==> src/rtl/differential_drive_odometry_core_macros.svh <==
// Assertion macros for the odometry core.
`ifndef DIFFERENTIAL_DRIVE_ODOMETRY_CORE_MACROS_SVH
`define DIFFERENTIAL_DRIVE_ODOMETRY_CORE_MACROS_SVH
`ifndef NO_ASSERTIONS
`define ODO_ASSERT(lbl, prop, msg) \
	lbl: assert property (@(posedge clk) disable iff (!arst_n) prop) else $error(msg);
`define ODO_ASSERT_ALWAYS(lbl, prop, msg) \
	lbl: assert property (@(posedge clk) prop) else $error(msg);
`else
`define ODO_ASSERT(lbl, prop, msg)
`define ODO_ASSERT_ALWAYS(lbl, prop, msg)
`endif
`endif

==> src/rtl/odo_mul.sv <==
// Shared signed multiplier with registered product.
module odo_mul (
	input  logic               clk,
	input  logic               en,
	input  logic signed [33:0] a,
	input  logic signed [31:0] b,
	output logic signed [65:0] prod_q
);
	always_ff @(posedge clk) begin
		if (en) begin
			prod_q <= 66'(a) * 66'(b);
		end
	end
endmodule

==> config.mk <==
export PLATFORM = sky130hd
export DESIGN_NAME = odo_mul
export DESIGN_NICKNAME = d
export VERILOG_FILES = /design/src/rtl/differential_drive_odometry_core_macros.svh /design/src/rtl/odo_mul.sv
export SDC_FILE = /design/constraint.sdc
export NUM_CORES = 2
export LEC_CHECK = 0
export BUFFER_PORTS_ARGS = -buffer_cell sky130_fd_sc_hd__buf_2
export CAP_MARGIN = 20
export CORE_MARGIN = 4
export CORE_UTILIZATION = 42
export CTS_CLUSTER_DIAMETER = 100
export DETAILED_ROUTE_END_ITERATION = 8
export PLACE_DENSITY_LB_ADDON = 0.25
export REMOVE_ABC_BUFFERS = 1
export SETUP_SLACK_MARGIN = 0.5
export SKIP_CTS_REPAIR_TIMING = 1
export SYNTH_ARGS = -nofsm -noshare
export SYNTH_HDL_FRONTEND = slang
export SYNTH_SLANG_ARGS = --single-unit
==> constraint.sdc <==
create_clock -name clk -period 20.3 [get_ports clk]
set_clock_uncertainty 0.05 [all_clocks]
set_input_delay 0 -clock clk [delete_from_list [all_inputs] [get_ports clk]]
set_output_delay 0 -clock clk [all_outputs]
set_load 0.005 [all_outputs]
After elaboration in Yosys (flattened, before gate mapping):

Index checks and enable logic that the tools add are counted.

* magnitude comparators: 0
* multipliers: 1
* divide/modulo/power cells: 0
* equal/unequal tests: 0
* shift-type cells: 0
* mux-type cells: 0
* bitwise gates (word level): 0
* add/sub/neg operators: 0
* reductions and logical operators: 0

Operators with widths (number)
* multiplier 34 x 32 -> 66 bit: 1

* output and inout port bits: 66
* memories kept: 0
* RAM bits: 0
* bits in latches: 0
* bits in read-only memories: 0
* word-level logic and storage cells: 2
* register bits after elaboration: 66
* input bits: 68

Longest topological paths before layout:

* depth after elaboration: 1
* mapped depth: 29

Least setup slack after synthesis:

Ideal clock, no wire load.

* kind: input-to-reg
* from: input port a[33]
* to: register prod_q[65] (data pin)
* path buffers: 2
* slack: 12.864 ns
* setup time: 0.260 ns
* arrival: 7.126 ns
* cell stages on the path: 23
* cell sequence: clkbuf_1 nand2_1 inv_1 fa_1 inv_1 fa_1 fa_1 inv_1 fa_1 inv_1 fa_1 fa_1 fa_1 fa_1 inv_1 ha_1 clkbuf_1 and3_1 nand3_1 or2_2 o211a_1 o31ai_2 xnor2_1

* cells in the longest elaborated chain, start to end: 1

RTL lines
* from (decl): line odo_mul.sv:5 `input logic signed [33:0] a,`
* multiplier 34 x 32 -> 66 bit: line odo_mul.sv:11 `prod_q <= 66'(a) * 66'(b);`
* to (signal assigned): line odo_mul.sv:11
* to (decl): line odo_mul.sv:7 `output logic signed [65:0] prod_q`

Every way passes these cells.
A chain may end at the register's enable or synchronous reset.

Final worst setup path:

* from: input port b[5]
* to: register prod_q[64] (data pin)

* cells in the longest elaborated chain, start to end: 1

RTL lines
* from (decl): line odo_mul.sv:6 `input logic signed [31:0] b,`
* multiplier 34 x 32 -> 66 bit: line odo_mul.sv:11

Every way passes these cells.

==> flow_metrics.py <==
metrics = {
    "status": {
        "status": "complete, no violations",
    },
    "die": {
        "dieArea_um2": 101100,
        "start_util": 0.4241,
        "die_h_um": 318.0,
        "core_area_um2": 95150,
        "io_pins": 134,
        "die_w_um": 318.0,
        "num_rows": 113,
    },
    "sta": {
        "tightest_slew_ns": 1.039,
        "drv_slew": 0,
        "maxSlewHeadroom": 0.3076,
        "worst_hold_slack_ns": 0.2602,
        "setup-tns-final_ns": 0,
        "max_freq_mhz": 122.4,
        "finalCritPeriodShare": 0.4023,
        "final_hold_viol_count": 0,
        "rsz0062_at_grt": "false",
        "worst_slack_ns": 12.13,
        "setup_viol": 0,
        "fin_crit_ns": 8.168,
    },
    "routing": {
        "drt_iter0_drc": 1405,
        "vias": 27500,
        "drt-wirelength-per-cell_um": 19.35,
        "routed_wl_um": 104900,
        "first_pass_iters": 5,
        "ant_nets": 0,
        "routed_via_density": 5.072,
        "route.detailed.drc": 0,
    },
    "cells_and_area": {
        "largestRegisters": "prod_q x66",
        "largest_reg_flops": 66,
        "area_delta_synth_final_pct": 4.682,
        "fin_nets": 5547,
        "top_register": "prod_q",
        "final_common_cell": "fa_1",
        "final_cell_mix": "fa_1, inv_1, nand2_1",
        "drive_above_1_share": 0.04694,
    },
    "synth": {
        "syn_area_um2": 40350,
        "synth_area_leader_cell": "fa_1",
        "synth_area_per_cell_um2": 9.581,
        "synth_edf_count": 66,
        "async_flop_share": 0,
        "synthCells": 4212,
        "synth.yosys.seq_area_share": 0.04911,
        "synthFlopType": "edfxtp_1",
        "synth_area_leaders": "fa_1, inv_1, and2_1, ha_1, nand2_1",
        "yosys_warnings": 0,
        "synth_top_cell_area_share": 0.5665,
        "ys_seq_elements": 66,
        "synth_cell_types": 61,
    },
    "cts": {
        "clock_sinks": 66,
        "cts_buffers": 9,
        "htreeDepth": 3,
        "cts_buffer_depth": 2,
        "clkTransAtPathRegs_ns": 0.07,
        "cts-root-buf": "clkbuf_16",
        "cts_tree": "yes",
    },
    "critical_path": {
        "cp.required_ns": 20.38,
        "worst_setup_path_end_kind": "flip-flop",
        "critPathMaxFanout": 34,
        "startpoint_type": "primary input",
        "arrival_ns": 8.25,
        "worstSetupPathType": "in2reg",
    },
    "hold_path": {
        "hold_path_class": "in2reg",
        "min_from": "en",
        "worstHoldPathCells": 1,
        "whs_endpoint": "prod_q[64]",
    },
    "global_routing": {
        "grt_pass1_vias": 31210,
        "grt_max_degree": 67,
        "grt.total_usage": 0.2165,
        "antenna_found_initial": 4,
        "grt_pass1_wl_um": 171800,
        "gr-total-overflow": 0,
    },
    "place": {
        "io_buffers": 133,
        "gp_congestion": 0.8547,
        "detailed_place_hpwl_um": 85970,
        "pre_cts_ws_ns": 11.79,
    },
    "run": {
        "cap_violations": 0,
    },
}
cell type report:
cell class	instances	area (um^2)
tap	1265	1583
clock buffer	9	225.2
clock inverter	7	117.6
fill	9351	52910
multi-input combinational	2866	33560
timing repair buffer	153	818.3
antenna	3	7.507
sequential	66	1982
inverter	1053	3953
how the worst max path moves through the flow:
stage,depth (start not counted),startpoint,slack (ns),end
6_report,25,b[5],12.13,prod_q[64]
5_1_grt,24,b[2],11.70,prod_q[61]
4_1_cts,25,b[5],12.20,prod_q[64]
3_5_place_dp,25,b[5],11.79,prod_q[64]
3_3_place_gp,25,b[5],11.89,prod_q[64]
2_1_floorplan,24,a[33],13.10,prod_q[62]
routing by layer:
| metal | routed length, um | vias to the layer above | global-route usage |
|---|---|---|---|
| li1 | - | 11890 | - |
| met1 | 41770 | 14760 | 0.2737 |
| met2 | 55380 | 689 | 0.3959 |
| met3 | 4801 | 159 | 0.02538 |
| met4 | 2964 | 0 | 0.05335 |
| met5 | 0 | - | 0 |
logic make-up (layout without fill, tap and decap cells):
| kind of cell | count (synthesis) | after routing | synth area share |
|---|---|---|---|
| compound gates | 219 | 219 | 0.03730 |
| other cells | 0 | 3 | 0 |
| xor+xnor | 73 | 73 | 0.01584 |
| buf+inv | 1280 | 1222 | 0.1193 |
| simple gates | 1244 | 1244 | 0.1536 |
| flops | 66 | 66 | 0.04911 |
| fa+ha+maj | 1330 | 1330 | 0.6248 |
synthesized netlist by cell type (all sizes together) (2+ instances only):
cell type	count
a2111oi	4
a211oi	8
a21boi	5
a21o	32
a21oi	75
a221oi	3
a31oi	10
a41oi	3
and2	534
and3	7
buf	8
clkbuf	219
edfxtp	66
fa	1142
ha	188
inv	1053
nand2	566
nand2b	14
nand3	21
nand3b	2
nand4	10
nor2	64
nor2b	8
nor3	11
o2111ai	2
o211a	3
o211ai	9
o21ai	37
o21bai	10
o22ai	3
o31a	2
o31ai	4
o41ai	4
or2	3
xnor2	52
xor2	21
critical path, cell delays in order:
cell	delay (ns)
buf_2	0.59
nand2_1	0.19
inv_1	0.18
fa_1	0.45
inv_1	0.22
fa_1	0.57
fa_1	0.58
inv_1	0.07
fa_1	1.06
inv_1	0.33
fa_1	0.56
inv_1	0.05
fa_1	0.55
fa_1	0.43
fa_1	0.47
ha_1	0.37
a21oi_1	0.21
o21ai_0	0.11
a21oi_1	0.19
o21ai_0	0.11
a31oi_1	0.21
a21oi_1	0.08
a31oi_1	0.29
a41oi_1	0.18
xor2_1	0.16
per-stage QoR:
step	std cells	cell area, um^2	util
6_report	5422	42240	0.4440
5_1_grt	5420	42240	0.4439
3_3_place_gp	5403	41890	0.4403
2_1_floorplan	3985	39490	-
4_1_cts	5419	42240	0.4439
3_5_place_dp	5403	41890	0.4403
Power is not shown: default switching activity piles up to over one toggle a cycle in this logic, so the estimate is an artifact.
