File: src/rtl/differential_drive_odometry_core_macros.svh
// Assertion macros for the odometry core.
`ifndef DIFFERENTIAL_DRIVE_ODOMETRY_CORE_MACROS_SVH
`define DIFFERENTIAL_DRIVE_ODOMETRY_CORE_MACROS_SVH
`ifndef NO_ASSERTIONS
`define ODO_ASSERT(lbl, prop, msg) \
	lbl: assert property (@(posedge clk) disable iff (!arst_n) prop) else $error(msg);
`define ODO_ASSERT_ALWAYS(lbl, prop, msg) \
	lbl: assert property (@(posedge clk) prop) else $error(msg);
`else
`define ODO_ASSERT(lbl, prop, msg)
`define ODO_ASSERT_ALWAYS(lbl, prop, msg)
`endif
`endif

File: src/rtl/odo_sqrt.sv
// Digit-by-digit square root with round to nearest, two radicand bits per cycle.
module odo_sqrt (
	input  logic        clk,
	input  logic        arst_n,
	input  logic        start,
	input  logic [47:0] radicand,
	output logic        done_q,
	output logic [24:0] root_q
);
	logic [47:0] rem_q;
	logic [47:0] res_q;
	logic [47:0] bit_q;
	logic        busy_q;
	logic [47:0] trial;

	assign trial = res_q + bit_q;

	always_ff @(posedge clk or negedge arst_n) begin
		if (!arst_n) begin
			busy_q <= 1'b0;
			done_q <= 1'b0;
		end else begin
			done_q <= 1'b0;
			if (start) begin
				busy_q <= 1'b1;
			end else if (busy_q && bit_q == '0) begin
				busy_q <= 1'b0;
				done_q <= 1'b1;
			end
		end
	end

	always_ff @(posedge clk) begin
		if (start) begin
			rem_q <= radicand;
			res_q <= '0;
			bit_q <= 48'd1 << 46;
		end else if (busy_q) begin
			if (bit_q == '0) begin
				// final remainder is n - res^2; round up when it exceeds res
				root_q <= (rem_q > res_q) ? 25'(res_q + 48'd1) : res_q[24:0];
			end else begin
				if (rem_q >= trial) begin
					rem_q <= rem_q - trial;
					res_q <= (res_q >> 1) + bit_q;
				end else begin
					res_q <= res_q >> 1;
				end
				bit_q <= bit_q >> 2;
			end
		end
	end
endmodule

File: config.mk
export PLATFORM = sky130hd
export DESIGN_NAME = odo_sqrt
export DESIGN_NICKNAME = d
export VERILOG_FILES = /design/src/rtl/differential_drive_odometry_core_macros.svh /design/src/rtl/odo_sqrt.sv
export SDC_FILE = /design/constraint.sdc
export NUM_CORES = 1
export LEC_CHECK = 0
export BUFFER_PORTS_ARGS = -buffer_cell sky130_fd_sc_hd__buf_2
export CELL_PAD_IN_SITES_DETAIL_PLACEMENT = 2
export CELL_PAD_IN_SITES_GLOBAL_PLACEMENT = 2
export CORE_MARGIN = 3
export CORE_UTILIZATION = 41
export CTS_BUF_LIST = sky130_fd_sc_hd__clkbuf_16
export DETAILED_ROUTE_END_ITERATION = 6
export GPL_TIMING_DRIVEN = 0
export PLACE_DENSITY = 0.89
export SYNTH_ARGS = -nofsm -noshare
export SYNTH_HDL_FRONTEND = slang
export SYNTH_SLANG_ARGS = --single-unit
export TNS_END_PERCENT = 100
File: constraint.sdc
create_clock -name clk -period 22.3 [get_ports clk]
set_clock_uncertainty 0.2 [all_clocks]
set_input_delay 4.46 -clock clk [delete_from_list [all_inputs] [get_ports clk]]
set_output_delay 4.46 -clock clk [all_outputs]
set_load 0.01 [all_outputs]
**Yosys cells after proc, flatten, opt, wreduce, memory -nomap -nowiden**

Cells that the tools add are included.

- Input port bits: 51
- Register bits: 147
- Word-level logic and storage cells: 33

- Bitwise gates (word level): 2
- Add/subtract/negate cells: 4
- Eq/ne operators: 1
- Mux-type cells: 10
- Reductions and logical operators: 8
- Magnitude comparators: 2

Operator list:

| operator | count |
|---|---|
| two-way mux 48 bit | 5 |
| adder 47 x 47 -> 48 bit | 1 |
| adder 48 x 47 -> 48 bit | 1 |
| >= comparator 48 bit | 1 |
| greater-than comparator 48 bit | 1 |
| logical NOT 48 bit | 1 |
| subtractor 48 bit | 1 |
| adder 25 x 1 -> 25 bit, second input constant | 1 |
| two-way mux 25 bit | 1 |
| AND reduction 3 bit | 2 |
| nonzero test 2 bit | 3 |
| two-way mux 1 bit | 4 |
| != test 2 bit, second input constant | 1 |
| inverter 1 bit | 2 |
| AND reduction 2 bit | 1 |
| logical AND 1 bit | 1 |

**Depth between registers and ports, before layout**

Gate-level depths: netlist (run 1).

- Depth in word-level cells: 6
- Gate-level depth with buffers: 26
- Gate-level depth less buffers: 23

**Worst setup path after synthesis (run 1)**

OpenSTA, ideal clock, no wires.

- Path kind: register -> register
- Start: register res_q[2]
- End: register rem_q[0] (enable)
- Period minus slack after synthesis: 8.632 ns
- Setup time: 0.520 ns
- Setup slack: 13.668 ns
- Path buffers: 2
- Cell stages (with the launch flop): 21
- Data required time: 21.580 ns
- Data arrival time: 7.912 ns
- Cells stage by stage: dfxtp_1 > ha_1 > a31o_2 > a31oi_1 > o21ai_2 > a41oi_2 > o31ai_1 > a211oi_1 > o21bai_1 > o22a_1 > a31oi_1 > xnor2_1 > ha_1 > and3_1 > nand2_1 > or2_2 > o31ai_4 > nand2_4 > buf_6 > buf_2 > o21ai_0

- Word-level cells in the longest chain between the ends: 4

RTL lines:

| what | line | text |
|---|---|---|
| start, declared | odo_sqrt.sv:11 | `logic [47:0] res_q;` |
| start signal, assigned | odo_sqrt.sv:45 | `res_q <= (res_q >> 1) + bit_q;` |
| start signal, assigned | odo_sqrt.sv:47 | `res_q <= res_q >> 1;` |
| adder 48 x 47 -> 48 bit | odo_sqrt.sv:16 | `assign trial = res_q + bit_q;` |
| >= comparator 48 bit | odo_sqrt.sv:43 | `if (rem_q >= trial) begin` |
| nonzero test 2 bit (no line) | - |  |
| AND reduction 3 bit (no line) | - |  |
| end signal, assigned | odo_sqrt.sv:35 | `rem_q <= radicand;` |
| end signal, assigned | odo_sqrt.sv:44 | `rem_q <= rem_q - trial;` |
| end, declared | odo_sqrt.sv:10 | `logic [47:0] rem_q;` |

No other way between the ends.
A chain may end at the register's enable or synchronous reset.

**Worst setup path in the final report (run 1)**

- Start: register res_q[0]
- End: register rem_q[23] (enable)

The elaborated chain is that of the path after synthesis.

==> results.tsv, run 1 <==
stage	metric	value	unit
clocking	CTS tree	yes	
cells_and_area	Post-Layout Cell Count	2090	
pwr	Pleak	5.51	nW
global_routing	met1 GRT Util	46.0	%
pwr	Internal	0.00102	W
clocking	post_cts resized	0	
sta	PnR worst setup slack	14460	ps
synthesis	sequential area share after synthesis	28.4	%
detailed_routing	via count	13900	
synthesis	Post-Syn Area	13000	sq um
min_path	hold path endpoint	bit_q[8]$_SDFFE_PP0P_	
sta	final setup fails	0	
placed_design	placed cell area	13900	sq um
clocking	Hold Buf Count CTS	0	
sta	Tcrit/Tclk final	35.1	%
pwr	clock power share	15.2	%
clocking	htree depth	4	
cells_and_area	share of cells above drive strength 1	9.45	%
synthesis	EDFF count, synth	73	
cells_and_area	diode count	0	
clocking	total CTS buffers	17	
sta	setup TNS	0	ps
clocking	clock root buffer	clkbuf_16	
global_routing	Most Crowded Layer GR	met2	
critical_path	Slowest Stage Delay on Critical Path	740	ps
critical_path	cell count along the critical path	25	
placed_design	post-DP HPWL	42800	um
min_path	class of the worst hold path	flop to flop	
placed_design	routability cong.	0.908	
synthesis	top cells by area, synth	edfxtp_1 (17%), ha_1 (14%), dfxtp_1 (11%)	
critical_path	CP Launch Type	flop	
global_routing	met3 Usage GRT	6.81	%
sta	Worst Tran Pin Value	1300	ps
global_routing	largest net degree at the start of global routing	26	
critical_path	r2r worst-path depth	25	
synthesis	synthesized area per cell	8.21	sq um
synthesis	Synth warnings	0	
min_path	Worst Hold Depth	2	
clocking	CTS sink cnt	147	
pwr	Reg power frac	21.1	%
clocking	Skew-Pair Late Insertion Delay	470	ps
critical_path	CP endpoint kind	flop	
sta	min cycle time layout	7840	ps
detailed_routing	Post-DRT Antenna Nets	0	
placed_design	dpl ws	14270	ps
sta	Slew Viols, Final	0	
pwr	switching share of power	52.2	%
cells_and_area	final net count	1880	
global_routing	first-pass GRT wire length	93800	um
critical_path	critical path required time	22260	ps
cells_and_area	Final Instance Area	14600	sq um
placed_design	PortBufs	75	
synthesis	Mapped Nets	1781	
critical_path	Worst Path Arrival	7790	ps
status	status	finished clean	
synthesis	ys async rst share	1.36	%
pwr	switching pwr	0.00112	W
global_routing	vias in the first global route	15200	
critical_path	setup slack, reg-to-reg	14460	ps
sta	Final Hold Fails	0	
detailed_routing	drt first pass iters	6	
critical_path	cell family with most CP delay	compound AO/OA/AOI/OAI gates	
clocking	Clk pin slew, worst setup/hold paths	80	ps
flow_run	max-cap check violation count	0	
clocking	clock tree buffer depth	2	
critical_path	Worst Path Max Fanout	25	
synthesis	most frequent cells after synthesis	nand2_1 (187), ha_1 (147), a21oi_1 (134)	
die	row count	64	
synthesis	Yosys reg bits	147	
critical_path	worst r2r dst	rem_q[23]$_DFFE_PP_	
die	starting density of the core	42.0	%
global_routing	met2 global-route usage	59.3	%
detailed_routing	Initial DRC Count	1164	
detailed_routing	drt total wl	61000	um
cells_and_area	Area Growth Syn to Fin	12.2	%
detailed_routing	wire per inst	29.2	um
pwr	Pwr per Cell Area	147	nW/um^2
die	core region area	30900	sq um
placed_design	Placed Instances	2058	
sta	RSZ-0062 raised after global routing	no	
critical_path	Critical-path top delay cell	o31ai_4	
synthesis	commonest register cell after synthesis	edfxtp_1	
global_routing	gr usage total	36.0	%
detailed_routing	DRC	0	
die	IO Pins	77	
synthesis	cell taking the most area after synthesis	edfxtp_1	
detailed_routing	Vias/cell	6.65	
clocking	post-CTS setup buffer count	0	
pwr	VDD IR-drop max	0.0000657	V
critical_path	r2r startpoint	res_q[0]$_SDFFE_PP0P_	
sta	Max Fclk	128	MHz
min_path	hold path start	bit_q[10]$_SDFFE_PP0P_	
critical_path	CP bufs+invs	4	
sta	Slew HR	13.2	%
global_routing	total gr overflow	0	
die	Die Span Y	184	um
synthesis	Yosys top cell area share	16.9	%
die	die width	184	um
synthesis	count leader, synth	nand2_1	
global_routing	initial antenna violation count	0	
die	die area	33900	sq um
synthesis	post-synth cell types	76	
pwr	power share of the combinational group	63.7	%
critical_path	Crit Path Category	flop to flop	
synthesis	Mapped Cells	1582	
cells_and_area	fin util	47.1	%
layout by cell type (no fill, tap or decap), drive strengths merged, types with 73 or more instances in the layout:
cell type / count
o21ai: 119
clkbuf: 83
a21oi: 134
nand2: 188
inv: 73
nor2: 106
edfxtp: 73
ha: 147
buf: 101
xnor2: 105
how the worst max path moves through the flow:
stage	from	endpoint	slack [ps]
finish	res_q[0]$_SDFFE_PP0P_	rem_q[23]$_DFFE_PP_	14460
global route	res_q[0]$_SDFFE_PP0P_	rem_q[23]$_DFFE_PP_	14190
CTS	res_q[0]$_SDFFE_PP0P_	rem_q[23]$_DFFE_PP_	14680
detailed placement	start	res_q[27]$_SDFFE_PP0P_	14270
global placement	res_q[0]$_SDFFE_PP0P_	rem_q[23]$_DFFE_PP_	9140
floorplan	res_q[2]$_SDFFE_PP0P_	rem_q[0]$_DFFE_PP_	13670
state kept, by name (all words and copies together), names as in the netlist:
| signal | flops |
|---|---|
| rem_q | 48 |
| res_q | 48 |
| root_q | 25 |
| bit_q | 24 |
| busy_q | 1 |
| done_q | 1 |
worst register-to-register path: cells and delay by family, from the launching register on:
family                     cells  cell delay (ps)
adders and majority gates      3              790
DFF                            1              420
buffers and inverters          4              950
AOI/OAI and AO/OA             12             3790
xor gates and xnor gates       1              130
and+or+nand+nor                5             1240
logic make-up (layout without fill, tap and decap cells):
family                   after synthesis  in the layout  synth area share, %
AND/OR/NAND/NOR                      459            459                 16.3
multiplexers                          12             12                0.934
flip-flops                           147            147                 28.4
adder cells (fa/ha/maj)              148            148                 14.3
buffers and inverters                149            261                 4.56
XOR/XNOR                             144            144                 9.71
AO/OA/AOI/OAI                        523            523                 25.8
power by group through the flow:
stage               Sequential, W  Combinational (W)  Clock, W
finish                   0.000452            0.00136  0.000325
global route             0.000458            0.00147  0.000334
CTS                      0.000450            0.00133  0.000323
detailed placement       0.000452            0.00128         0
global placement         0.000458            0.00119         0
floorplan                0.000432           0.000855         0
routing by layer:
layer | share of wire, % | vias up
li1 | - | 6047
met1 | 41 | 7056
met2 | 47 | 600
met3 | 6.8 | 189
met5 | 0 | -
met4 | 4.7 | 0
metrics by stage:
step / hold WS, ps / power, W
4_1_cts: 354 / 0.00210
3_5_place_dp: 340 / 0.00173
6_report: 370 / 0.00214
2_1_floorplan: 269 / 0.00129
3_3_place_gp: 317 / 0.00165
5_1_grt: 383 / 0.00227
final cells by class:
class	instances	area (sq um)
Buffer	82	340
Clock buffer	22	551
Clock inverter	10	77.6
Fill cell	3436	16300
Inverter	67	251
Multi-Input combinational cell	1286	8740
Sequential cell	147	3680
Tap cell	396	495
Timing Repair Buffer	80	438
Power figures use the tool's default switching activity.
==> run 2, diff against run 1 <==
- ABC_AREA: default -> 1
- CORE_UTILIZATION: 41 -> 34
- PLACE_DENSITY: 0.89 -> 0.84
- clock period: 22.3 -> 8 ns (I/O delays scaled with it)
==> run 2 against run 1 <==
  * Combinational power grew to 4.0 times the previous value
  * Critical endpoint is now rem_q[6]$_DFFE_PP_
  * Critical path type unchanged
  * First-iteration DRC count grew 17%
  * Register-to-register slack lost 13000 ps
  * Sequential power grew to 3.3 times the previous value
  * Cell area grew 30%
  * Die area is 57% higher
  * Critical path depth fell by 5
  * Non-clock buffer count fell by 18
==> results.tsv, run 2 <==
stage	metric	value	unit	change
cells_and_area	fin util	38.4	%	-8.8 points
clocking	Clk pin slew, worst setup/hold paths	70	ps	about the same
sta	Tcrit/Tclk final	82.4	%	+47 points
die	row count	81		+27%
synthesis	EDFF count, synth	73		unchanged
clocking	clock tree buffer depth	2		unchanged
critical_path	Worst Path Arrival	6610	ps	-1180 ps
synthesis	Mapped Nets	3081		+73%
pwr	power share of the combinational group	70.4	%	+6.7 points
clocking	clock root buffer	clkbuf_16		
synthesis	sequential area share after synthesis	21.5	%	-6.9 points
die	die area	53100	sq um	+57%
synthesis	post-synth cell types	47		-38%
sta	RSZ-0062 raised after global routing	no		
clocking	post-CTS setup buffer count	0		unchanged
sta	min cycle time layout	6600	ps	-1240 ps
die	die width	231	um	+25%
cells_and_area	share of cells above drive strength 1	6.25	%	-3.2 points
clocking	Skew-Pair Late Insertion Delay	520	ps	+50 ps
pwr	VDD IR-drop max	0.000182	V	+180%
synthesis	Mapped Cells	2882		+82%
detailed_routing	wire per inst	24.6	um	-16%
clocking	Hold Buf Count CTS	0		unchanged
synthesis	cell taking the most area after synthesis	nand2_1		
sta	Worst Tran Pin Value	1200	ps	-103 ps
sta	Slew HR	19.7	%	+6.4 points
detailed_routing	Initial DRC Count	1365		+17%
cells_and_area	most frequent cells in the layout	nand2_1 (935), inv_1 (419), nand3_1 (297), nor2_1 (250), a21oi_1 (150)		
cells_and_area	diode count	0		unchanged
global_routing	total gr overflow	0		unchanged
pwr	Pwr per Cell Area	410	nW/um^2	+180%
die	IO Pins	77		unchanged
critical_path	Worst Path Max Fanout	26		+4.0%
sta	final setup fails	0		unchanged
critical_path	CP cell instances	ha_1 > ha_1 > nand2_1 > a21oi_1 > o21ai_0 > o21ai_0 > xnor2_1 > ha_1 > nand2_1 > inv_1 > nand2_1 > nor2_1 > nand3_1 > nand3_2 > nand3_4 > nand2_4 > buf_4 > nand2_1 > nand2_2 > buf_12		
pwr	clock power share	10.6	%	-4.6 points
cells_and_area	final net count	3178		+69%
synthesis	multiplexer share of the synthesized area	0	%	-0.93 points
detailed_routing	via count	20600		+48%
clocking	post_cts resized	0		unchanged
global_routing	gr usage total	33.6	%	-2.5 points
detailed_routing	DRC	0		unchanged
synthesis	top cells by area, synth	nand2_1 (20%), edfxtp_1 (13%), ha_1 (11%)		
min_path	class of the worst hold path	flop to flop		
synthesis	most frequent cells after synthesis	nand2_1 (936), inv_1 (417), nand3_1 (297)		
die	core region area	49400	sq um	+60%
critical_path	Critical-path top delay cell	o21ai_0		
die	Die Span Y	231	um	+25%
cells_and_area	Area Growth Syn to Fin	10.5	%	
clocking	total CTS buffers	17		unchanged
pwr	switching share of power	58.8	%	+6.6 points
synthesis	Post-Syn Area	17100	sq um	+32%
critical_path	Crit Path Category	flop to flop		
synthesis	Synth warnings	0		unchanged
critical_path	critical path required time	8010	ps	-14,250 ps
pwr	Pleak	8.95	nW	+62%
clocking	CTS sink cnt	147		unchanged
placed_design	PortBufs	76		+1.3%
clocking	htree depth	4		unchanged
synthesis	Yosys reg bits	147		unchanged
synthesis	Post-Synth XOR/XNOR Area	4.85	%	-4.9 points
clocking	CTS tree	yes		
critical_path	CP Launch Type	flop		
synthesis	adder-cell share of the synthesized area	10.8	%	-3.5 points
pwr	Reg power frac	19.0	%	-2.1 points
sta	setup TNS	0	ps	unchanged
global_routing	largest net degree at the start of global routing	27		+3.8%
global_routing	first-pass GRT wire length	135000	um	+44%
synthesis	post-synthesis simple-gate area fraction	40.1	%	+24 points
detailed_routing	Vias/cell	5.63		-15%
detailed_routing	Post-DRT Antenna Nets	0		unchanged
cells_and_area	biggest regs	rem_q x48, res_q x48, root_q x25		
status	status	finished clean		
critical_path	Slowest Stage Delay on Critical Path	720	ps	-20 ps
detailed_routing	drt total wl	89900	um	+47%
die	starting density of the core	34.7	%	-7.3 points
critical_path	most used cell, CP	nand2_1		
synthesis	count leader, synth	nand2_1		
sta	Slew Viols, Final	0		unchanged
global_routing	vias in the first global route	22600		+49%
global_routing	initial antenna violation count	0		unchanged
flow_run	max-cap check violation count	0		unchanged
pwr	Internal	0.00320	W	+210%
critical_path	CP endpoint kind	flop		
cells_and_area	commonest non-fill, non-tap cell in the layout	nand2_1		
synthesis	main combinational cell family by area after synthesis	simple AND/OR/NAND/NOR gates		
synthesis	Compound-Gate Fraction of Synth Area	11.5	%	-14 points
sta	Max Fclk	152	MHz	+19%
placed_design	post-DP HPWL	75400	um	+76%
synthesis	synthesized area per cell	5.95	sq um	-28%
sta	Final Hold Fails	0		unchanged
pwr	switching pwr	0.00456	W	+310%
synthesis	ys async rst share	1.36	%	unchanged
placed_design	routability cong.	0.972		+7.1%
synthesis	Yosys top cell area share	20.5	%	+3.6 points
detailed_routing	drt first pass iters	5		-1
synthesis	commonest register cell after synthesis	edfxtp_1		
==> run 2: changes by cell type after synthesis, moves of 29 or more <==
cell / change
a21o_1: -42
a31oi_1: -40
clkbuf_1: -39
inv_1: +351
nand2_1: +749
nand3_1: +272
nor2_1: +144
nor3_1: +29
xnor2_1: -78
xor2_1: +29
==> run 2: power by group through the flow <==
stage	Combinational, W	Clock, W	Sequential (W)
finish	0.00547	0.000822	0.00147
global route	0.00601	0.000852	0.00149
CTS	0.00537	0.000832	0.00146
detailed placement	0.00531	0	0.00147
global placement	0.00493	0	0.00146
floorplan	0.00349	0	0.00132
==> run 2: cell type report <==
class / count / area [sq um]
Timing Repair Buffer: 78 / 412
Inverter: 430 / 1610
Clock inverter: 15 / 118
Tap cell: 664 / 831
Buffer: 66 / 319
Fill cell: 6413 / 30400
Sequential cell: 147 / 3680
Clock buffer: 17 / 425
Multi-Input combinational cell: 2239 / 11500
==> run 2: per-layer routing <==
layer / GRT usage (%) / share of wire, % / routed length [um] / vias to the layer above
met1: 40.3 / 42 / 37800 / 10200
met2: 58.3 / 48 / 43200 / 614
li1: - / - / - / 9543
met5: 0 / 0 / 0 / -
met3: 4.66 / 4.4 / 3970 / 206
met4: 17.4 / 5.5 / 4970 / 0
==> run 2: metrics by stage <==
step	instance area, sq um	total power, W	std cells	worst slack (ps)	hold WS, ps
floorplan	17100	0.00481	2882	3170	252
global placement	18400	0.00639	3622	788	273
detailed placement	18400	0.00678	3624	1600	287
CTS	18900	0.00766	3656	1520	300
global route	18900	0.00835	3656	1220	325
finish	18900	0.00776	3656	1400	300
==> run 2: worst paths after layout <==
kind / startpoint / end / slack, ps / cells after the start
worst max-delay path: res_q[0]$_SDFFE_PP0P_ / rem_q[6]$_DFFE_PP_ / 1400 / 20
worst min-delay path: res_q[45]$_SDFFE_PP0P_ / res_q[45]$_SDFFE_PP0P_ / 300 / 2
worst max register to register: res_q[0]$_SDFFE_PP0P_ / rem_q[6]$_DFFE_PP_ / 1400 / 20
worst min register to register: res_q[45]$_SDFFE_PP0P_ / res_q[45]$_SDFFE_PP0P_ / 300 / 2
max in group asynchronous: arst_n / busy_q$_DFFE_PN0P_ / 6830 / 1
min in group asynchronous: arst_n / done_q$_DFF_PN0_ / 670 / 1
==> run 2: logic make-up (layout without fill, tap and decap cells) <==
kind of cell	after synthesis	after routing
and+or+nand+nor	1636	1636
buffers and inverters	496	606
AOI/OAI and AO/OA	360	360
adders and majority gates	148	148
DFF	147	147
xor gates and xnor gates	95	95
==> run 2: worst max-delay path: cells and delay by family (launching register included) <==
family / cells / cell delay, ps
AOI/OAI and AO/OA: 3 / 1220
xor gates and xnor gates: 1 / 510
adders and majority gates: 3 / 840
buffers and inverters: 3 / 680
DFF: 1 / 430
and+or+nand+nor: 10 / 2350
