## src/rtl/differential_drive_odometry_core_macros.svh

```systemverilog
// Assertion macros for the odometry core.
`ifndef DIFFERENTIAL_DRIVE_ODOMETRY_CORE_MACROS_SVH
`define DIFFERENTIAL_DRIVE_ODOMETRY_CORE_MACROS_SVH
`ifndef NO_ASSERTIONS
`define ODO_ASSERT(lbl, prop, msg) \
	lbl: assert property (@(posedge clk) disable iff (!arst_n) prop) else $error(msg);
`define ODO_ASSERT_ALWAYS(lbl, prop, msg) \
	lbl: assert property (@(posedge clk) prop) else $error(msg);
`else
`define ODO_ASSERT(lbl, prop, msg)
`define ODO_ASSERT_ALWAYS(lbl, prop, msg)
`endif
`endif

```

## src/rtl/odo_div.sv

```systemverilog
// Bit-serial restoring divider, one quotient bit per cycle.
module odo_div (
	input  logic        clk,
	input  logic        arst_n,
	input  logic        start,
	input  logic [44:0] dividend,
	input  logic [22:0] divisor,
	output logic        done_q,
	output logic [44:0] quo_q
);
	logic [22:0] rem_q;
	logic [22:0] div_q;
	logic [5:0]  cnt_q;
	logic        busy_q;
	logic [23:0] trial;
	logic        fits;

	assign trial = {rem_q, quo_q[44]};
	assign fits  = trial >= {1'b0, div_q};

	always_ff @(posedge clk or negedge arst_n) begin
		if (!arst_n) begin
			busy_q <= 1'b0;
			done_q <= 1'b0;
			cnt_q  <= '0;
		end else begin
			done_q <= 1'b0;
			if (start) begin
				busy_q <= 1'b1;
				cnt_q  <= 6'd44;
			end else if (busy_q) begin
				cnt_q <= cnt_q - 6'd1;
				if (cnt_q == '0) begin
					busy_q <= 1'b0;
					done_q <= 1'b1;
				end
			end
		end
	end

	always_ff @(posedge clk) begin
		if (start) begin
			rem_q <= '0;
			div_q <= divisor;
			quo_q <= dividend;
		end else if (busy_q) begin
			rem_q <= fits ? 23'(trial - {1'b0, div_q}) : trial[22:0];
			quo_q <= {quo_q[43:0], fits};
		end
	end
endmodule

```

## config.mk

```make
export PLATFORM = sky130hd
export DESIGN_NAME = odo_div
export DESIGN_NICKNAME = d
export VERILOG_FILES = /design/src/rtl/differential_drive_odometry_core_macros.svh /design/src/rtl/odo_div.sv
export SDC_FILE = /design/constraint.sdc
export NUM_CORES = 1
export LEC_CHECK = 0
export BUFFER_PORTS_ARGS = -buffer_cell sky130_fd_sc_hd__buf_2
export CAP_MARGIN = 20
export CORE_ASPECT_RATIO = 1.4
export CORE_UTILIZATION = 30
export CTS_CLUSTER_DIAMETER = 80
export DETAILED_ROUTE_END_ITERATION = 10
export PLACE_DENSITY = 0.51
export SYNTH_ARGS = -nofsm -noshare
export SYNTH_HDL_FRONTEND = slang
export SYNTH_SLANG_ARGS = --single-unit
```

## constraint.sdc

```tcl
create_clock -name clk -period 2.51 [get_ports clk]
set_input_delay 0.502 -clock clk [delete_from_list [all_inputs] [get_ports clk]]
set_output_delay 0.502 -clock clk [all_outputs]
set_load 0.01 [all_outputs]
```

[Yosys cells after proc, flatten, opt, wreduce, memory -nomap -nowiden]
Cells that the tools add are included.
Storage, ports and cells
  memories: 0
  bits in latches: 0
  bits in registers: 99
  RAM bits: 0
  bits in read-only memories: 0
  output and inout port bits: 46
  logic and storage cells: 22
  bits of input ports: 71
Cells by class
  bitwise logic cells: 0
  reduce and logical (&&, ||, !) cells: 2
  $lt $le $gt $ge: 1
  equal/unequal tests: 0
  multipliers: 0
  add/subtract/negate cells: 2
  divide/modulo/power cells: 0
  muxes and demuxes: 11
  shifts and indexed selects: 0
Operators with widths (count)
  $mux 45: 2
  $ge 24x23->1: 1
  $mux 23: 1
  $sub 23x23->23: 1
  $mux 6: 2
  $logic_not 6->1: 1
  $mux 1: 6
  $sub 6x1->6 const B: 1
  $reduce_bool 2->1: 1

[Longest topological paths before layout]
Gate-level depths: netlist of run 1.
  word-level depth: 4
  gate-level depth with buffers: 13

[Least setup slack after synthesis of run 1]
Ideal clock, no wire load.
  path type: register to register
  start: register quo_q[44]
  end: register rem_q[22]
  data arrival time: 2.598 ns
  cell stages (with the launch flop): 12
  library setup time: 0.122 ns
  slack: -0.210 ns
  data required time: 2.388 ns
  cells stage by stage: edfxtp_1 > inv_1 > ha_1 > fa_1 > nand2b_1 > a21oi_2 > a21oi_1 > o311a_1 > o31a_1 > o311ai_2 > xnor2_1 > o21ai_1
On the way
  cells in the longest elaborated chain, start to end: 2
RTL lines
  start: declaration: line odo_div.sv:9  | output logic [44:0] quo_q
  start signal: assignment: line odo_div.sv:45  | quo_q <= dividend;
  start signal: assignment: line odo_div.sv:48  | quo_q <= {quo_q[43:0], fits};
  $sub 23x23->23 / $ge 24x23->1 (equally long branches): line odo_div.sv:47, odo_div.sv:19
  $mux 23 (*): line odo_div.sv:47  | rem_q <= fits ? 23'(trial - {1'b0, div_q}) : trial[22:0];
  end signal: assignment: line odo_div.sv:47
  end: declaration: line odo_div.sv:11  | logic [22:0] rem_q;
Every way passes the cells marked *; elsewhere a longest branch is shown, timed or not.
A chain may end at the register's enable or synchronous reset.

[Final worst setup path of run 1]
  start: register rem_q[0]
  end: register rem_q[22]
On the way
  cells in the longest elaborated chain, start to end: 2
RTL lines (line)
  $sub 23x23->23 / $ge 24x23->1 (equally long branches): odo_div.sv:47, odo_div.sv:19
  $mux 23 (*): odo_div.sv:47
Marks and branches as above.

==> results.toml, run 1 <==
[run_status]
status = "finished, violations left"
violations = "negative setup slack"

[grt]
grt_max_degree = 61
antenna_found_initial = 1
grt_pass1_wl_um = 20700
overflow = 0
grt_pass1_vias = 4321
track_usage = 0.149

[yosys]
ys_async_sr_fraction = 0.0808
yosys-mux-area-fraction = 0.0995
yosysSeqAreaShare = 0.520
syn_nets = 550
yosysTopAreaCellShare = 0.393
synth_ff_type = "edfxtp_1"
netlist_top_cells_area = "edfxtp_1 39%, mux2_2 9.8%, dfxtp_1 8.9%"
avgSynthCellArea_um2 = 11.5
synth_simple_gate_area_share = 0.108
synth.distinct_cells = 61
yosysTopAreaCell = "edfxtp_1"
ys_seq_elements = 99
synth_compound_area_frac = 0.130
synth_top_family_by_area = "compound AO/OA/AOI/OAI gates"
synth_edf_count = 68
synth_xor_area_frac = 0.0371
ys_warn_count = 0
syn_inst = 453
synth_adder_area_share = 0.0641
synth_area_um2 = 5190

[route]
drcViolationCount = 0
viasPerCell = 5.01
drtIter0Drc = 167
ant_nets = 0
vias = 4125
wl_per_cell_um = 15.8
wl_um = 13100
drtPass1Iterations = 4

[clock_tree]
cts_buffers = 9
clk_pin_slew_ns = 0.08
cts_buffer_depth = 2
insertion_delay_ns = 0.36
root_buffer = "clkbuf_16"
h-tree-depth = 3
clock_sinks = 99
cts_tree = "yes"

[floorplanning]
pin_count = 117
initial_core_util = 0.309
die_x_um = 113
dieHeight_um = 158
dieArea_um2 = 17800
core_area_um2 = 16800
fp-row-count = 56

[cells_and_area]
final_cell_area_um2 = 6920
drive_above_1_share = 0.440
fin_util = 0.412
areaGrowthSynthToFinish_pct = 33.3
n_antenna_cell = 0
instances_no_fill = 824
fin_nets = 713

[critical_path]
cp-end-kind = "register"
critical_path.startpoint = "rem_q[0]"
start_kind = "register"
rr_startpoint = "rem_q[0]"
arrival_ns = 2.82
required_ns = 2.75
setup.worst_path.class = "register to register"
critPathMaxFanout = 4

[place]
routabilityCongestion = 0.831
io_buffers = 116
hpwlAfterDp_um = 9430
dp_cells = 798
postPlaceCellArea_um2 = 6370

[power]
leakage_nw = 3.05
ir_worst_vdd_mv = 0.378
powerDensity_nw_per_um2 = 756

[sta]
hold_viol = 0
slew_headroom = 0.482
fmax_ghz = 0.388
fin_hold_ws_ns = 0.314
setup_ws_ns = -0.0688
worst_pin_slew_ns = 0.776
slew_viol_final = 0
finalSetupViolations = 7
period_minus_slack_ns = 2.58
min_period_over_period = 1.03
clock_skew_ns = 0.0110
grt_setup_unrepaired = "true"

[job]
drv_cap = 0

[hold_path]
hp-class = "primary input to register"
worstHoldStart = "divisor[16]"
[placed cells by master (no fill, tap or decap), types with 4 or more instances in the layout]
master     instances
buf_6              4
inv_1             29
nand2b_1           6
dfrtp_1            8
o21ai_1            8
clkbuf_16          9
buf_12             4
a311oi_1           4
nand3_1           14
a32oi_1            6
nor3_1             5
nand2_1           35
a21oi_1           12
ha_1              22
edfxtp_1          68
and3_1             5
nor2_1            24
buf_4             50
xor2_1             8
dfxtp_1           23
a21o_1            11
xnor2_1           12
o31a_1             4
mux2_2            45
o21ai_0            7
buf_2            115
[state kept, by name, summed over array words and instances (netlist names)]
name,cells
quo_q,45
div_q,23
rem_q,23
cnt_q,6
busy_q,1
done_q,1
[power by group]
group | switching, W | leakage [nW] | internal, W
clock network | 0.000667 | 0.138 | 0.000696
logic | 0.000867 | 1.93 | 0.000905
registers | 0.000135 | 0.980 | 0.00196
total | 0.00167 | 3.05 | 0.00357
[kinds of logic after synthesis]
family	after synthesis
compound gates	92
xor+xnor	22
mux	46
flops	99
buf+inv	53
fa+ha+maj	26
simple gates	115
[Yosys cell counts (3+ instances only)]
cell type / count
a211oi_1: 4
a21o_1: 11
a21oi_1: 15
a311oi_1: 7
a31oi_1: 3
a32oi_1: 6
and3_1: 5
buf_2: 5
clkbuf_1: 15
dfrtp_1: 8
dfxtp_1: 23
edfxtp_1: 68
ha_1: 25
inv_1: 31
mux2_2: 45
nand2_1: 36
nand2b_1: 7
nand3_1: 15
nand4_1: 3
nor2_1: 24
nor2b_1: 3
nor3_1: 6
nor3b_1: 4
o21ai_0: 14
o21ai_1: 3
o31a_1: 4
xnor2_1: 13
xor2_1: 9
[layer usage]
| layer | global-route usage | vias up | wire (um) |
|---|---|---|---|
| met1 | 0.168 | 1981 | 5480 |
| met3 | 0.0413 | 21 | 729 |
| met4 | 0.0602 | 2 | 246 |
| met5 | 0 | - | 13 |
| li1 | - | 1996 | - |
| met2 | 0.266 | 125 | 6590 |
[critical path, cell delays in order (launching register included)]
cell	delay (ns)
dfxtp_1	0.45
inv_1	0.11
fa_2	0.40
nand2b_4	0.16
a21oi_4	0.14
a21oi_2	0.08
o311a_1	0.38
o31a_1	0.27
o311ai_2	0.24
xnor2_1	0.15
o21ai_1	0.08
[repair_timing]
item	4_1_cts	5_1_grt
pin swaps	10	19
endpoints found under the hold margin	8	0
gates resized for setup	10	35
hold buffers	1	0
setup buffers	4	7
endpoints found under the setup margin	18	22
[final timing paths]
path                              to  slack (ns)  cells past startpoint
max                        rem_q[22]       -0.07                     10
max reg2reg                rem_q[22]       -0.07                     10
max in group asynchronous   cnt_q[0]        1.82                      2
min in group asynchronous   cnt_q[3]        0.51                      2
min reg2reg                 rem_q[7]        0.51                      2
min                        div_q[16]        0.31                      1
[final cells by class]
class / instances / area [um2]
Inverter: 31 / 116
Sequential cell: 99 / 2700
Fill cell: 1648 / 9890
Timing Repair Buffer: 174 / 1090
Tap cell: 203 / 254
Clock buffer: 10 / 229
Multi-Input combinational cell: 301 / 2480
Clock inverter: 6 / 56.3
[through the flow]
stage | worst slack, ns | power [W] | TNS, ns
3_5_place_dp | -0.125 | 0.00370 | -0.794
2_1_floorplan | -0.0878 | 0.00307 | -0.0878
3_3_place_gp | -0.0542 | 0.00368 | -0.170
5_1_grt | -0.169 | 0.00552 | -1.16
6_report | -0.0688 | 0.00523 | -0.180
4_1_cts | -0.0934 | 0.00513 | -0.239
Note: power is estimated with default switching activity, not from simulation.
==> run 2, diff against run 1 <==
PLACE_DENSITY = 0.49   (was 0.51)
SKIP_CTS_REPAIR_TIMING = 1   (was not set)
clock period = 3.1 ns   (was 2.51 ns; I/O delays follow)
==> run 2 against run 1 <==
The flow now finishes without violations; critical path type unchanged; clock-buffer cell count unchanged; combinational power decreased by 40%; utilization decreased by 3.4 points; highest routed layer is now met4; total power decreased by 24%; global-route usage decreased by 0.57 points; worst hold slack got worse by 0.22 ns.
==> results.toml, run 2 (same netlist as run 1, synthesis figures left out) <==
[clock_tree]
h-tree-depth = 3
cts_buffer_depth = 2
cts_buffers = 9
clock_sinks = 99
root_buffer = "clkbuf_16"
cts_tree = "yes"
clk_pin_slew_ns = 0.07
insertion_delay_ns = 0.35

[hold_path]
hp-class = "primary input to async pin"

[place]
pre_cts_ws_ns = 0.244
io_buffers = 116
hpwlAfterDp_um = 9060
routabilityCongestion = 0.852
dp_cells = 762

[cells_and_area]
reg_top3 = "quo_q: 45 flops, div_q: 23 flops, rem_q: 23 flops"
final_common_cell = "buf_2"
fin_nets = 667
largest_reg_flops = 45
top_register = "quo_q"
n_antenna_cell = 0
nFillCells = 1705
fin_util = 0.378
layout_common_cells = "115 x buf_2, 68 x edfxtp_1, 45 x mux2_2"
areaGrowthSynthToFinish_pct = 22.3
instances_no_fill = 778
drive_above_1_share = 0.348

[sta]
fmax_ghz = 0.344
finalSetupViolations = 0
min_period_over_period = 0.937
slew_headroom = 0.504
worst_pin_slew_ns = 0.742
finalSetupTns_ns = 0
grt_setup_unrepaired = "false"
clock_skew_ns = 0.00860
period_minus_slack_ns = 2.90
setup_ws_ns = 0.196
slew_viol_final = 0
hold_viol = 0

[power]
leakage_nw = 2.76
powerDensity_nw_per_um2 = 624
p_clk_frac = 0.303
seq_power_share = 0.427
switching_share = 0.309
ir_worst_vdd_mv = 0.355
p_switching_w = 0.00122
p_comb_frac = 0.270
intPower_w = 0.00274

[critical_path]
cp-end-kind = "register"
setup.worst_path.class = "register to register"
start_kind = "register"
arrival_ns = 3.14
rr_startpoint = "quo_q[44]"
cpMaxStageDelayCell = "o311a_1"
path_buf_inv = 1
regToRegSetupSlack_ns = 0.20
crit_family = "compound AO/OA/AOI/OAI gates"
worstRegToRegCells = 11
required_ns = 3.34
critPathMaxFanout = 4
r2r-end = "rem_q[22]"
path_cells = "inv_1, ha_1, fa_1, nand2b_1, a21oi_2, a21oi_1, o311a_1, o31a_1, o311ai_2, xnor2_1, o21ai_1"
slowest_delay_ns = 0.41

[floorplanning]
fp-row-count = 56
die_x_um = 113
initial_core_util = 0.309
dieHeight_um = 158
pin_count = 117
core_area_um2 = 16800
dieArea_um2 = 17800

[route]
drtPass1Iterations = 4
viasPerCell = 5.00
drcViolationCount = 0
wl_per_cell_um = 15.8
vias = 3887
ant_nets = 0
wl_um = 12300
drtIter0Drc = 157

[grt]
overflow = 0
grt_max_degree = 46
grt_pass1_vias = 4015
track_usage = 0.144
grt_pass1_wl_um = 19900
antenna_found_initial = 0

[run_status]
status = "completed"

[job]
drv_cap = 0
run 2: changes by cell type in the layout (fill, tap and decap cells not counted), moves of 3 or more:
cell / change
buf_4: -37
o21ai_0: +7
o21ai_1: -5
buf_12: -4
buf_6: -4
a21oi_1: +3
a311oi_1: +3
a311oi_2: -3
ha_1: +3
nor3b_1: +3
nor3b_2: -3
run 2: cell type report:
type | instances | area, um2 | share of cell area
tap | 203 | 254 | 0.0400
clock buffer | 10 | 239 | 0.0376
multi-input combinational | 301 | 2280 | 0.359
sequential | 99 | 2700 | 0.426
clock inverter | 6 | 82.6 | 0.0130
inverter | 31 | 116 | 0.0183
timing repair buffer | 128 | 673 | 0.106
run 2: through the flow:
stage / hold slack, ns / power, W / instance area [um2]
after floorplan: 0.324 / 0.00247 / 5190
after global routing: 0.0939 / 0.00420 / 6350
after CTS: 0.0829 / 0.00402 / 6350
final: 0.0978 / 0.00396 / 6350
after detailed placement: 0.471 / 0.00280 / 6030
after global placement: 0.466 / 0.00279 / 6030
run 2: how the worst max path moves through the flow:
stage	start	end	slack, ns	cells past startpoint
2_1_floorplan	quo_q[44]	rem_q[22]	0.38	11
3_3_place_gp	quo_q[44]	rem_q[22]	0.31	11
3_5_place_dp	quo_q[44]	rem_q[22]	0.24	11
4_1_cts	quo_q[44]	rem_q[22]	0.21	11
5_1_grt	quo_q[44]	rem_q[14]	0.0002	11
6_report	quo_q[44]	rem_q[22]	0.20	11
run 2: power by group through the flow:
stage	logic [W]	clock network [W]	registers, W
6_report	0.00107	0.00120	0.00169
5_1_grt	0.00119	0.00129	0.00172
2_1_floorplan	0.000736	0	0.00173
3_3_place_gp	0.00107	0	0.00172
3_5_place_dp	0.00108	0	0.00172
4_1_cts	0.00108	0.00125	0.00169
run 2: routing by layer:
layer  vias to the layer above  track usage  wire length [um]
met5                         -            0                 0
met4                         0       0.0670               328
met3                        20       0.0429               705
met2                       116        0.254              6130
met1                      1846        0.158              5100
li1                       1905            -                 -
==> run 3, diff against run 2 <==
clock period = 3.17 ns   (was 3.1 ns; I/O delays follow)
==> run 3 against run 2 <==
Sequential share of layout area up 0.30 points; largest power group unchanged; sequential power hardly changed; first-iteration DRC count did not move; combinational power shrank 4%; wire length decreased by 2.0%; highest routed layer unchanged; via count is 0.51% higher.
==> results.toml, run 3 (same netlist as run 1, synthesis figures left out) <==
[critical_path]
arrival_ns = 3.09
cp-end-kind = "register"
slowest_delay_ns = 0.40
path_cells = "inv_1, ha_1, fa_1, nand2b_1, a21oi_2, a21oi_1, o311a_1, o31a_1, o311ai_2, xnor2_1, o21ai_1"
cpMaxStageDelayCell = "o311a_1"
critPathMaxFanout = 4
start_kind = "register"
setup.worst_path.class = "register to register"
r2r-end = "rem_q[22]"
regToRegSetupSlack_ns = 0.33
required_ns = 3.42
worstRegToRegCells = 11
rr_startpoint = "quo_q[44]"

[place]
routabilityCongestion = 0.826
postPlaceCellArea_um2 = 6010
pre_cts_ws_ns = 0.313
hpwlAfterDp_um = 8760
io_buffers = 116

[grt]
grt_pass1_vias = 4004
antenna_found_initial = 0
grt_max_degree = 51
track_usage = 0.139
grt_pass1_wl_um = 19300
overflow = 0

[sta]
finalSetupTns_ns = 0
period_minus_slack_ns = 2.84
min_period_over_period = 0.897
fmax_ghz = 0.352
slew_viol_final = 0
slew_headroom = 0.522
clock_skew_ns = 0.0124
finalSetupViolations = 0
worst_pin_slew_ns = 0.716
grt_setup_unrepaired = "false"
setup_ws_ns = 0.326
hold_viol = 0

[floorplanning]
fp-row-count = 56
core_area_um2 = 16800
initial_core_util = 0.309
dieHeight_um = 158
pin_count = 117
dieArea_um2 = 17800
die_x_um = 113

[route]
ant_nets = 0
drtIter0Drc = 157
viasPerCell = 5.05
vias = 3907
drcViolationCount = 0
wl_per_cell_um = 15.5
drtPass1Iterations = 5
wl_um = 12000

[power]
ir_worst_vdd_mv = 0.222
leakage_nw = 2.73
powerDensity_nw_per_um2 = 602

[cells_and_area]
fin_nets = 663
regArea_um2 = 2700
final_cell_area_um2 = 6300
final_common_cell = "buf_2"
largest_reg_flops = 45
reg_top3 = "quo_q: 45 flops, div_q: 23 flops, rem_q: 23 flops"
n_antenna_cell = 0
top_register = "quo_q"
nFillCells = 1704
areaGrowthSynthToFinish_pct = 21.4
drive_above_1_share = 0.343
multi_input_area_um2 = 2280
layout_common_cells = "115 x buf_2, 68 x edfxtp_1, 45 x mux2_2"

[clock_tree]
cts_tree = "yes"
clock_sinks = 99
cts_buffer_depth = 2
insertion_delay_ns = 0.36
h-tree-depth = 3
cts_buffers = 9
root_buffer = "clkbuf_16"
clk_pin_slew_ns = 0.08

[hold_path]
hp-class = "primary input to async pin"

[run_status]
status = "completed"

[job]
drv_cap = 0
==> run 3: worst max-delay path by stage <==
stage	startpoint	to	depth (start not counted)
after floorplan	quo_q[44]	rem_q[22]	11
after CTS	quo_q[44]	rem_q[22]	11
after global routing	quo_q[44]	rem_q[15]	11
final	quo_q[44]	rem_q[22]	11
after global placement	quo_q[44]	rem_q[22]	11
after detailed placement	quo_q[44]	rem_q[22]	11
==> run 3: report_power, final <==
part	internal, W	leakage (nW)	total [W]	switching [W]
Combinational	0.000468	1.61	0.00103	0.000566
Clock	0.000554	0.141	0.00110	0.000550
Sequential	0.00155	0.980	0.00166	0.000102
==> run 3: cell type report <==
cell class                      count  share of cell area
Sequential cell                    99               0.429
Multi-Input combinational cell    301               0.362
Timing Repair Buffer              124               0.104
Tap cell                          203              0.0403
Clock buffer                        9              0.0357
Inverter                           31              0.0185
Clock inverter                      7              0.0111
==> run 3: routing by layer <==
metal | global-route usage | wire, um | up-vias
met5 | 0 | 0 | -
met4 | 0.0670 | 273 | 0
met3 | 0.0410 | 762 | 19
met2 | 0.239 | 5890 | 124
met1 | 0.158 | 5110 | 1858
li1 | - | - | 1906
==> run 3: stage by stage <==
| step | hold WS, ns | util | power [W] | instances |
|---|---|---|---|---|
| 6_report | 0.103 | 0.375 | 0.00379 | 774 |
| 5_1_grt | 0.105 | 0.375 | 0.00402 | 774 |
| 4_1_cts | 0.0934 | 0.375 | 0.00385 | 774 |
| 3_5_place_dp | 0.477 | 0.357 | 0.00272 | 758 |
| 3_3_place_gp | 0.469 | 0.357 | 0.00272 | 758 |
| 2_1_floorplan | 0.338 | - | 0.00241 | 453 |
==> run 3: critical path, delay by kind of cell, from the launching register on <==
family	cells	cell delay, ns
adder cells (fa/ha/maj)	2	0.59
AND/OR/NAND/NOR	1	0.20
AO/OA/AOI/OAI	6	1.36
XOR/XNOR	1	0.16
flip-flops	1	0.36
buffers and inverters	1	0.05
